$ cat src/hdl/kced_pkg.sv
// Package for the key click event detector: state and event encodings,
// configuration register indexes and reset values. It has no dependencies.
package kced_pkg;

    typedef enum logic [3:0] {
        ST_IDLE       = 4'd0,
        ST_PRESS_DEB  = 4'd1,
        ST_PRESSED    = 4'd2,
        ST_REL_DEB    = 4'd3,
        ST_RELEASED   = 4'd4,
        ST_CLICK_WAIT = 4'd5,
        ST_DPRESS_DEB = 4'd6,
        ST_DREL_DEB   = 4'd7,
        ST_CLICK      = 4'd8,
        ST_DOUBLE     = 4'd9,
        ST_LONG       = 4'd10,
        ST_REPEAT     = 4'd11,
        ST_LOCK       = 4'd12
    } fsm_state_t;

    typedef enum logic [2:0] {
        EV_NONE   = 3'd0,
        EV_CLICK  = 3'd1,
        EV_LONG   = 3'd2,
        EV_REPEAT = 3'd3,
        EV_DOUBLE = 3'd4
    } key_event_t;

    localparam int CFG_INDEX_W = 3;
    localparam int CFG_DATA_W  = 16;
    localparam int TIME_W      = 32;

    typedef logic [CFG_INDEX_W-1:0] cfg_index_t;
    typedef logic [CFG_DATA_W-1:0]  cfg_data_t;
    typedef logic [TIME_W-1:0]      tick_t;

    localparam cfg_index_t REG_DEBOUNCE_TIME   = 3'd0;
    localparam cfg_index_t REG_LONG_PRESS_TIME = 3'd1;
    localparam cfg_index_t REG_REPEAT_PERIOD   = 3'd2;
    localparam cfg_index_t REG_DOUBLE_WINDOW   = 3'd3;
    localparam cfg_index_t REG_LOCKOUT_TIME    = 3'd4;

    localparam cfg_data_t DEBOUNCE_TIME_RST   = 16'd20;
    localparam cfg_data_t LONG_PRESS_TIME_RST = 16'd1000;
    localparam cfg_data_t REPEAT_PERIOD_RST   = 16'd200;
    localparam cfg_data_t DOUBLE_WINDOW_RST   = 16'd300;
    localparam cfg_data_t LOCKOUT_TIME_RST    = 16'd300;

endpackage

$ cat src/hdl/key_click_event_detector_top.sv
// Top level of the key click event detector: configuration registers, input
// register, event state machine and result register. Depends on kced_pkg.
//
//   Channel   Direction  Handshake            Payload
//   -------   ---------  -------------------  --------------------
//   input     in         in_valid / in_stall  key_down, now_time
//   result    out        out_valid/out_stall  event_code
//   config    in         cfg_we               cfg_index, cfg_data
//
// One input transaction can be accepted in every cycle while in_stall is
// low. Each accepted transaction yields exactly one result transaction:
// it waits in the input register, then the state machine step writes the
// result register. The step itself is one 32-bit wrapping subtract and a
// few 32-bit compares. Reset clears the state machine to idle, the marked
// time to zero, both valid flags to zero and the configuration registers
// to their default values. While the result is stalled the input register
// still takes one more transaction, after which in_stall rises.
module key_click_event_detector_top (
    input  logic                clk,
    input  logic                rst_n,
    input  logic                in_valid,
    output logic                in_stall,
    input  logic                key_down,
    input  kced_pkg::tick_t     now_time,
    output logic                out_valid,
    input  logic                out_stall,
    output logic [2:0]          event_code,
    input  logic                cfg_we,
    input  kced_pkg::cfg_index_t cfg_index,
    input  kced_pkg::cfg_data_t cfg_data
);
    import kced_pkg::*;

    // Configuration registers.
    cfg_data_t debounce_time_reg;
    cfg_data_t long_press_time_reg;
    cfg_data_t repeat_period_reg;
    cfg_data_t double_window_reg;
    cfg_data_t lockout_time_reg;

    // Input register.
    logic  in_valid_reg;
    logic  key_down_reg;
    tick_t now_time_reg;

    // Machine state.
    fsm_state_t state_reg, state_next;
    fsm_state_t return_reg, return_next;
    tick_t      mark_reg, mark_next;

    // Result register.
    logic       out_valid_reg;
    key_event_t event_reg, event_next;

    logic  out_load;
    logic  step;
    logic  in_accept;
    tick_t elapsed;
    tick_t debounce_w, long_w, repeat_w, window_w, lockout_w;

    // The result register can load when it is empty or being drained.
    assign out_load  = !out_valid_reg || !out_stall;
    assign step      = in_valid_reg && out_load;
    assign in_stall  = in_valid_reg && !out_load;
    assign in_accept = in_valid && !in_stall;

    assign elapsed    = now_time_reg - mark_reg;
    assign debounce_w = {16'd0, debounce_time_reg};
    assign long_w     = {16'd0, long_press_time_reg};
    assign repeat_w   = {16'd0, repeat_period_reg};
    assign window_w   = {16'd0, double_window_reg};
    assign lockout_w  = {16'd0, lockout_time_reg};

    always_ff @(posedge clk or negedge rst_n) begin
        if (!rst_n) begin
            debounce_time_reg   <= DEBOUNCE_TIME_RST;
            long_press_time_reg <= LONG_PRESS_TIME_RST;
            repeat_period_reg   <= REPEAT_PERIOD_RST;
            double_window_reg   <= DOUBLE_WINDOW_RST;
            lockout_time_reg    <= LOCKOUT_TIME_RST;
        end else if (cfg_we) begin
            unique case (cfg_index)
                REG_DEBOUNCE_TIME:   debounce_time_reg   <= cfg_data;
                REG_LONG_PRESS_TIME: long_press_time_reg <= cfg_data;
                REG_REPEAT_PERIOD:   repeat_period_reg   <= cfg_data;
                REG_DOUBLE_WINDOW:   double_window_reg   <= cfg_data;
                REG_LOCKOUT_TIME:    lockout_time_reg    <= cfg_data;
                default: ;
            endcase
        end
    end

    // Next-state logic for one polling step. Codes outside the state list
    // fall back to idle.
    always_comb begin
        state_next  = state_reg;
        return_next = return_reg;
        mark_next   = mark_reg;
        unique case (state_reg)
            ST_IDLE: begin
                if (key_down_reg) begin
                    mark_next  = now_time_reg;
                    state_next = ST_PRESS_DEB;
                end
            end
            ST_PRESS_DEB: begin
                if (!key_down_reg) begin
                    state_next = ST_IDLE;
                end else if (elapsed > debounce_w) begin
                    state_next = ST_PRESSED;
                end
            end
            ST_PRESSED: begin
                if (!key_down_reg) begin
                    mark_next   = now_time_reg;
                    return_next = ST_PRESSED;
                    state_next  = ST_REL_DEB;
                end else if (elapsed >= long_w) begin
                    state_next = ST_LONG;
                end
            end
            ST_REL_DEB: begin
                if (key_down_reg) begin
                    state_next = return_reg;
                end else if (elapsed > debounce_w) begin
                    state_next = (return_reg == ST_PRESSED) ? ST_RELEASED : ST_IDLE;
                end
            end
            ST_RELEASED: begin
                if (double_window_reg != '0) begin
                    mark_next  = now_time_reg;
                    state_next = ST_CLICK_WAIT;
                end else begin
                    state_next = ST_CLICK;
                end
            end
            ST_CLICK_WAIT: begin
                if (key_down_reg) begin
                    mark_next  = now_time_reg;
                    state_next = ST_DPRESS_DEB;
                end else if (elapsed >= window_w) begin
                    state_next = ST_CLICK;
                end
            end
            ST_DPRESS_DEB: begin
                if (key_down_reg) begin
                    if (elapsed > debounce_w) begin
                        mark_next  = now_time_reg;
                        state_next = ST_DREL_DEB;
                    end
                end else begin
                    mark_next  = now_time_reg;
                    state_next = ST_CLICK_WAIT;
                end
            end
            ST_DREL_DEB: begin
                if (elapsed <= window_w) begin
                    if (!key_down_reg && (elapsed > debounce_w)) begin
                        state_next = ST_DOUBLE;
                    end
                end else if (!key_down_reg) begin
                    state_next = ST_IDLE;
                end
            end
            ST_CLICK: begin
                state_next = ST_IDLE;
            end
            ST_DOUBLE: begin
                mark_next  = now_time_reg;
                state_next = ST_LOCK;
            end
            ST_LONG: begin
                mark_next  = now_time_reg;
                state_next = ST_REPEAT;
            end
            ST_REPEAT: begin
                if (!key_down_reg) begin
                    // The release debounce is timed from the release itself.
                    mark_next   = now_time_reg;
                    return_next = ST_REPEAT;
                    state_next  = ST_REL_DEB;
                end else if (elapsed >= repeat_w) begin
                    mark_next = now_time_reg;
                end
            end
            ST_LOCK: begin
                if (elapsed > lockout_w) begin
                    state_next = ST_IDLE;
                end
            end
            default: begin
                state_next = ST_IDLE;
            end
        endcase
    end

    // Event output for the same step.
    always_comb begin
        event_next = EV_NONE;
        unique case (state_reg)
            ST_CLICK:  event_next = EV_CLICK;
            ST_DOUBLE: event_next = EV_DOUBLE;
            ST_LONG:   event_next = EV_LONG;
            ST_REPEAT: begin
                if (key_down_reg && (elapsed >= repeat_w)) begin
                    event_next = EV_REPEAT;
                end
            end
            default:   event_next = EV_NONE;
        endcase
    end

    always_ff @(posedge clk or negedge rst_n) begin
        if (!rst_n) begin
            in_valid_reg  <= 1'b0;
            out_valid_reg <= 1'b0;
            state_reg     <= ST_IDLE;
            return_reg    <= ST_IDLE;
            mark_reg      <= '0;
        end else begin
            if (in_accept) begin
                in_valid_reg <= 1'b1;
            end else if (step) begin
                in_valid_reg <= 1'b0;
            end
            if (out_load) begin
                out_valid_reg <= in_valid_reg;
            end
            if (step) begin
                state_reg  <= state_next;
                return_reg <= return_next;
                mark_reg   <= mark_next;
            end
        end
    end

    // Payload registers carry no reset.
    always_ff @(posedge clk) begin
        if (in_accept) begin
            key_down_reg <= key_down;
            now_time_reg <= now_time;
        end
        if (step) begin
            event_reg <= event_next;
        end
    end

    assign out_valid  = out_valid_reg;
    assign event_code = event_reg;

    // The machine state only moves when a transaction is stepped.
    a_state_holds: assert property (@(posedge clk) disable iff (!rst_n)
        !step |=> $stable(state_reg) && $stable(mark_reg))
        else $error("machine state changed without a step");

    // A step from the click state always delivers a click next.
    a_click_out: assert property (@(posedge clk) disable iff (!rst_n)
        (step && (state_reg == ST_CLICK)) |=> out_valid && (event_code == EV_CLICK))
        else $error("click state did not produce a click event");

    // Input is stalled only while the input register holds a transaction.
    a_stall_full: assert property (@(posedge clk) disable iff (!rst_n)
        in_stall |-> in_valid_reg && out_valid_reg)
        else $error("input stalled with room in the pipeline");

    // The saved return state is only ever pressed, long repeat or idle.
    a_return_legal: assert property (@(posedge clk) disable iff (!rst_n)
        (return_reg == ST_IDLE) || (return_reg == ST_PRESSED) || (return_reg == ST_REPEAT))
        else $error("illegal saved return state");

endmodule

$ cat config.mk
export PLATFORM = sky130hd
export DESIGN_NAME = key_click_event_detector_top
export DESIGN_NICKNAME = d
export VERILOG_FILES = /design/src/hdl/kced_pkg.sv /design/src/hdl/key_click_event_detector_top.sv
export SDC_FILE = /design/constraint.sdc
export NUM_CORES = 1
export LEC_CHECK = 0
export BUFFER_PORTS_ARGS = -buffer_cell sky130_fd_sc_hd__buf_4
export CORE_MARGIN = 2
export CORE_UTILIZATION = 41
export DETAILED_ROUTE_END_ITERATION = 7
export HOLD_SLACK_MARGIN = 0.05
export PLACE_DENSITY_LB_ADDON = 0.25
export SYNTH_ARGS = -nofsm -noshare
export SYNTH_HDL_FRONTEND = slang
export SYNTH_SLANG_ARGS = --single-unit
$ cat constraint.sdc
create_clock -name clk -period 5.59 [get_ports clk]
set_clock_uncertainty 0.05 [all_clocks]
set_input_delay 0.559 -clock clk [delete_from_list [all_inputs] [get_ports clk]]
set_output_delay 0.559 -clock clk [all_outputs]
set_load 0.02 [all_outputs]
# After elaboration in Yosys (flattened, before gate mapping)
# Index checks and enable logic that the tools add are counted.
# Widths: inputs -> output; s select.
[word_totals]
reg_bits = 158
latchBits = 0
ram_bits = 0
rom_bits = 0
inputBits = 57
out_inout_bits = 5
word_cells = 112
n_memories = 0
[op_classes]
add_sub_neg = 1
multipliers = 0
div_mod_pow = 0
order_cmp = 6
eq_ne = 31
shifts = 0
mux = 34
bitwise = 0
n_reduce_logical = 27
[ops]
columns = ["cell", "count"]
rows = [
  ["$mux 32", 7],
  ["$pmux 32 s6", 1],
  ["$ge 32x16->1", 3],
  ["$mux 4", 19],
  ["$gt 32x16->1", 2],
  ["$pmux 4 s12", 1],
  ["$le 32x16->1", 1],
  ["$sub 32x32->32", 1],
  ["$ne 3x3->1 const B", 8],
  ["$eq 4x4->1 const B", 5],
  ["$eq 4x3->1 const B", 4],
  ["$reduce_bool 16->1", 1],
  ["$eq 4x2->1 const B", 3],
  ["$pmux 3 s4", 1],
  ["$reduce_and 11->1", 1],
  ["$ne 2x2->1 const B", 5],
  ["$reduce_and 2->1", 5],
  ["$pmux 4 s2", 1],
  ["$reduce_and 7->1", 1],
  ["$eq 3x2->1 const B", 2],
  ["$reduce_bool 6->1", 1],
  ["$logic_and 1x1->1", 5],
  ["$logic_not 1->1", 5],
  ["$eq 4x1->1 const B", 1],
  ["other kinds (12)", 15],
]

# Longest topological paths before layout
[logic_depth]
word_depth = 7
ltp_mapped = 23
depth_no_buf = 23

# Least setup slack after synthesis
# No wires, ideal clock.
[synth_timing]
path_type = "register to register"
start = "reg mark_reg[0]"
end = "reg state_reg[2]"
setup_time_ns = 0.122
t_arrival_ns = 4.119
required_time_ns = 5.418
slack_ns = 1.299
stages_incl_launch_ff = 20
n_path_buf = 0
synth_period_minus_slack_ns = 4.291
cell_sequence = "dfrtp_1 > ha_1 > fa_1 > and2b_1 > o2111ai_2 > a21oi_1 > o21ai_0 > nand2b_1 > xor2_1 > ha_1 > nand4_1 > nor3_1 > nand4_1 > a21oi_1 > a31oi_1 > a211oi_1 > a311oi_1 > nor3b_1 > o41a_1 > a32o_1"
[synth_between]
elab_chain_cells = 5
elab_cells_between_ends = 18
cone_classes = "1 x add/sub; 5 x order compare; 8 x eq/ne; 2 x mux; 2 x reduce/logical"
[synth_lines]
columns = ["element", "line", "source"]
rows = [
  ["from (decl)", "key_click_event_detector_top.sv:49", "tick_t mark_reg, mark_next;"],
  ["from (signal assigned)", "key_click_event_detector_top.sv:232", "mark_reg <= mark_next;"],
  ["$sub 32x32->32 *", "key_click_event_detector_top.sv:67", "assign elapsed = now_time_reg - mark_reg;"],
  ["$gt 32x16->1", "n/a", ""],
  ["$logic_and 1x1->1", "key_click_event_detector_top.sv:158", "if (!key_down_reg && (elapsed > debounce_w)) begin"],
  ["$ne 3x3->1 (no line)", "n/a", ""],
  ["$reduce_and 11->1 (no line)", "n/a", ""],
  ["to (signal assigned)", "key_click_event_detector_top.sv:230", "state_reg <= state_next;"],
  ["to (decl)", "key_click_event_detector_top.sv:47", "fsm_state_t state_reg, state_next;"],
]
# Mark *: on every way between the ends. The rest lies on a longest branch, timed or not.
# A chain may end at the register's enable or synchronous reset.

# Final worst setup path
[layout_timing]
start = "reg now_time_reg[8]"
end = "reg state_reg[3]"
[layout_between]
elab_chain_cells = 5
elab_cells_between_ends = 18
cone_classes = "1 x add/sub; 5 x order compare; 8 x eq/ne; 2 x mux; 2 x reduce/logical"
[layout_lines]
columns = ["element", "line", "source"]
rows = [
  ["from (decl)", "key_click_event_detector_top.sv:44", "tick_t now_time_reg;"],
  ["from (signal assigned)", "key_click_event_detector_top.sv:241", "now_time_reg <= now_time;"],
  ["$sub 32x32->32 *", "key_click_event_detector_top.sv:67", ""],
  ["$gt 32x16->1", "n/a", ""],
  ["$logic_and 1x1->1", "key_click_event_detector_top.sv:158", ""],
  ["$ne 3x3->1 (no line)", "n/a", ""],
  ["$reduce_and 11->1 (no line)", "n/a", ""],
]
# Marks and branches as above.

==> metrics.cfg <==
[run_status]
status=finished clean

[logic_synthesis]
synth-main-ff-cell=dfrtp_1
async_flop_share_pct=76.92
ys_types=76
synth_area_um2=10010
synth_edf_count=36
synth_area_per_cell_um2=9.871
yosysWarnings=0
synth_nets=1183
synth_cells=1014
synth-seq-cells=156
synth_seq_area_share_pct=41.04

[critical_path]
r2r_slack_ns=0.42
path_class=reg -> reg
cp_num_buf_inv=0
cp_max_fo=8
crit_path_start_kind=register
path_cells=ha_1 -> a211oi_1 -> o221ai_1 -> o21bai_1 -> nand2_1 -> xor2_1 -> ha_1 -> nand4_1 -> nor3_1 -> nand4_1 -> a21oi_1 -> a31oi_1 -> a211oi_1 -> a311oi_1 -> nor3b_1 -> o41a_1 -> a221oi_1
crit_path_top_delay_cell=xor2_1
worst-path-stages=17
cp_slowest_stage_delay_ns=0.48
crit_family=compound AO/OA/AOI/OAI gates
r2r_start=now_time_reg[8]$_DFFE_PP_
worstRegToRegCells=17
critical_path_required_ns=5.85
crit_arrival_ns=5.43
worst_setup_path_end_kind=register
r2r-end=state_reg[3]$_DFFE_PN0P_

[power_and_ir_drop]
p_clk_share_pct=16.8
share_comb_of_total_power_pct=58.4
switching_share_pct=42.57
power_density_nw_per_um2=582.2
total_leakage_power_nw=5.222
p_int_w=0.003832
p_seq_share_pct=24.8
p_sw_w=0.002841
ir_drop_v=0.0001874

[floorplanning]
initial_core_util_pct=41.40
die_y_um=160.3
die_w_um=160.3
ios=62
num_rows=57
core_um2=24180
die_area_um2=25680

[layout]
fillers=2250
fin_cells=1416
regArea_um2=4108
drive_gt1_share_pct=18.13
antenna_cells=0
nets=1248
utilization_pct=47.41
multi_input_area_um2=5338
syn_to_final_growth_pct=14.51

[drt]
num_vias=7508
routed_wirelength_mm=22.50
route.detailed.drc=0
vias_per_cell=5.302
drt_iter0_markers=586
drtPass1Iterations=5
ant_nets=0
avgRoutedWirePerCell_um=15.89

[place]
place_inst=1384
place.gp.congestion=0.8919
io_buffers=61
dpl.hpwl_mm=16.87

[cts]
cts_setup_buffers=0
clock_path_buffers=2
htreeDepth=4
cts-buffers-inserted=17
clock_tree.root_cell=clkbuf_16
clkLatencyLatePin_ns=0.43
cts_tree=yes
path_clk_slew_ns=0.07
ctsHoldBuffers=0
numClockSinks=156

[sta]
setup_viol=0
hold_viol_final=0
slew_headroom_pct=34.19
period_minus_slack_ns=5.168
holdWs_ns=0.2397
grt_setup_unrepaired=false
setup_tns_ns=0
worst_slew_pin_slew_ns=0.9871
timing.final.crit_share_pct=92.46
max_freq_mhz=193.5
drv_slew=0

[global_routing]
antenna_found_initial=0
grt_max_degree=78
grt-ovfl-total=0
grt_pass1_vias=7535
grt_first_pass_wirelength_mm=38.02
track_usage_pct=18.36

[min_path]
hold_class=in -> async

[job]
maxCapViolations=0

[worst max-delay path by stage]
stage	endpoint	slack, ns	startpoint
3_3_place_gp	state_reg[2]$_DFFE_PN0P_	0.43	mark_reg[0]$_DFFE_PN0P_
4_1_cts	state_reg[3]$_DFFE_PN0P_	0.28	mark_reg[0]$_DFFE_PN0P_
6_report	state_reg[3]$_DFFE_PN0P_	0.42	now_time_reg[8]$_DFFE_PP_
2_1_floorplan	state_reg[2]$_DFFE_PN0P_	1.30	mark_reg[0]$_DFFE_PN0P_
5_1_grt	state_reg[3]$_DFFE_PN0P_	0.03	now_time_reg[0]$_DFFE_PP_
3_5_place_dp	state_reg[3]$_DFFE_PN0P_	0.36	mark_reg[0]$_DFFE_PN0P_
[final cells by class]
type / instances / area share [%]
clock buffer: 19 / 3.864
inverter: 120 / 3.930
tap: 324 / 3.537
multi-input combinational: 704 / 46.57
timing repair buffer: 80 / 5.240
sequential: 156 / 35.84
clock inverter: 13 / 1.026
[metal layers]
layer	vias to the layer above	wire (um)	global-route usage, %
li1	3749	-	-
met1	3589	11300	26.28
met2	149	10150	29.40
met3	21	794	2.935
met4	0	251	4.095
met5	-	0	0
[cells in the mapped netlist, types with 19 or more instances]
master	instances	area share, %
dfstp_2	19	5.0
edfxtp_1	36	11
nand2_1	91	3.4
ha_1	111	14
a21oi_1	49	2.5
mux2_4	29	4.4
clkbuf_1	24	0.90
nor2_1	41	1.5
inv_1	120	4.5
a21o_1	35	2.6
o21ai_0	94	4.7
nand4_1	27	1.7
mux2_2	20	2.3
dfrtp_1	101	25
[cells in the final DEF (no fill, tap or decap), types with 4 or more instances in the layout]
| cell type | synthesis | routed |
|---|---|---|
| inv_1 | 120 | 120 |
| ha_1 | 111 | 111 |
| dfrtp_1 | 101 | 101 |
| o21ai_0 | 94 | 94 |
| nand2_1 | 91 | 91 |
| buf_4 | 0 | 80 |
| a21oi_1 | 49 | 49 |
| nor2_1 | 41 | 41 |
| edfxtp_1 | 36 | 36 |
| a21o_1 | 35 | 35 |
| mux2_4 | 29 | 29 |
| nand4_1 | 27 | 27 |
| mux2_2 | 20 | 20 |
| dfstp_2 | 19 | 19 |
| clkbuf_16 | 0 | 17 |
| nand2b_1 | 13 | 13 |
| nor2b_1 | 13 | 13 |
| nand3_1 | 13 | 13 |
| xnor2_1 | 12 | 12 |
| a31oi_1 | 11 | 11 |
| xor2_1 | 12 | 11 |
| nor4_1 | 10 | 10 |
| a211oi_1 | 9 | 9 |
| o21a_1 | 9 | 9 |
| nor3_1 | 8 | 7 |
| o21ai_1 | 6 | 6 |
| and4_1 | 5 | 5 |
| o211ai_1 | 5 | 5 |
| and3_1 | 4 | 4 |
| o31ai_1 | 4 | 4 |
| a22oi_1 | 4 | 4 |
| clkinvlp_4 | 0 | 4 |
[cells by family (layout without fill, tap and decap cells)]
group                      count (synthesis)  in the layout  share of synthesized area (%)
AOI/OAI and AO/OA                        268            268                          17.20
DFF                                      156            156                          41.04
and+or+nand+nor                          246            246                          12.34
xor gates and xnor gates                  24             24                          2.100
adders and majority gates                112            112                          14.07
muxes                                     54             54                          7.125
buffers and inverters                    154            232                          6.125
[power groups by stage]
stage               sequential (W)  clock [W]  combinational, W
finish                     0.00165    0.00112           0.00390
global route               0.00169    0.00120           0.00442
CTS                        0.00165    0.00114           0.00390
detailed placement         0.00167          0           0.00387
global placement           0.00166          0           0.00380
floorplan                  0.00159          0           0.00291
[per-stage QoR]
| stage | area [um^2] | worst slack (ns) | total power [W] |
|---|---|---|---|
| after detailed placement | 10890 | 0.3573 | 0.005537 |
| after global placement | 10890 | 0.4324 | 0.005463 |
| after global routing | 11460 | 0.03158 | 0.007313 |
| after CTS | 11450 | 0.2763 | 0.006691 |
| after floorplan | 10010 | 1.299 | 0.004500 |
| final | 11460 | 0.4215 | 0.006673 |
[what timing repair did]
| item | CTS | global route |
|---|---|---|
| hold endpoints to repair | 0 | 0 |
| setup endpoints to repair | 0 | 2 |
| resized for setup | 0 | 1 |
Power figures use the tool's default switching activity.
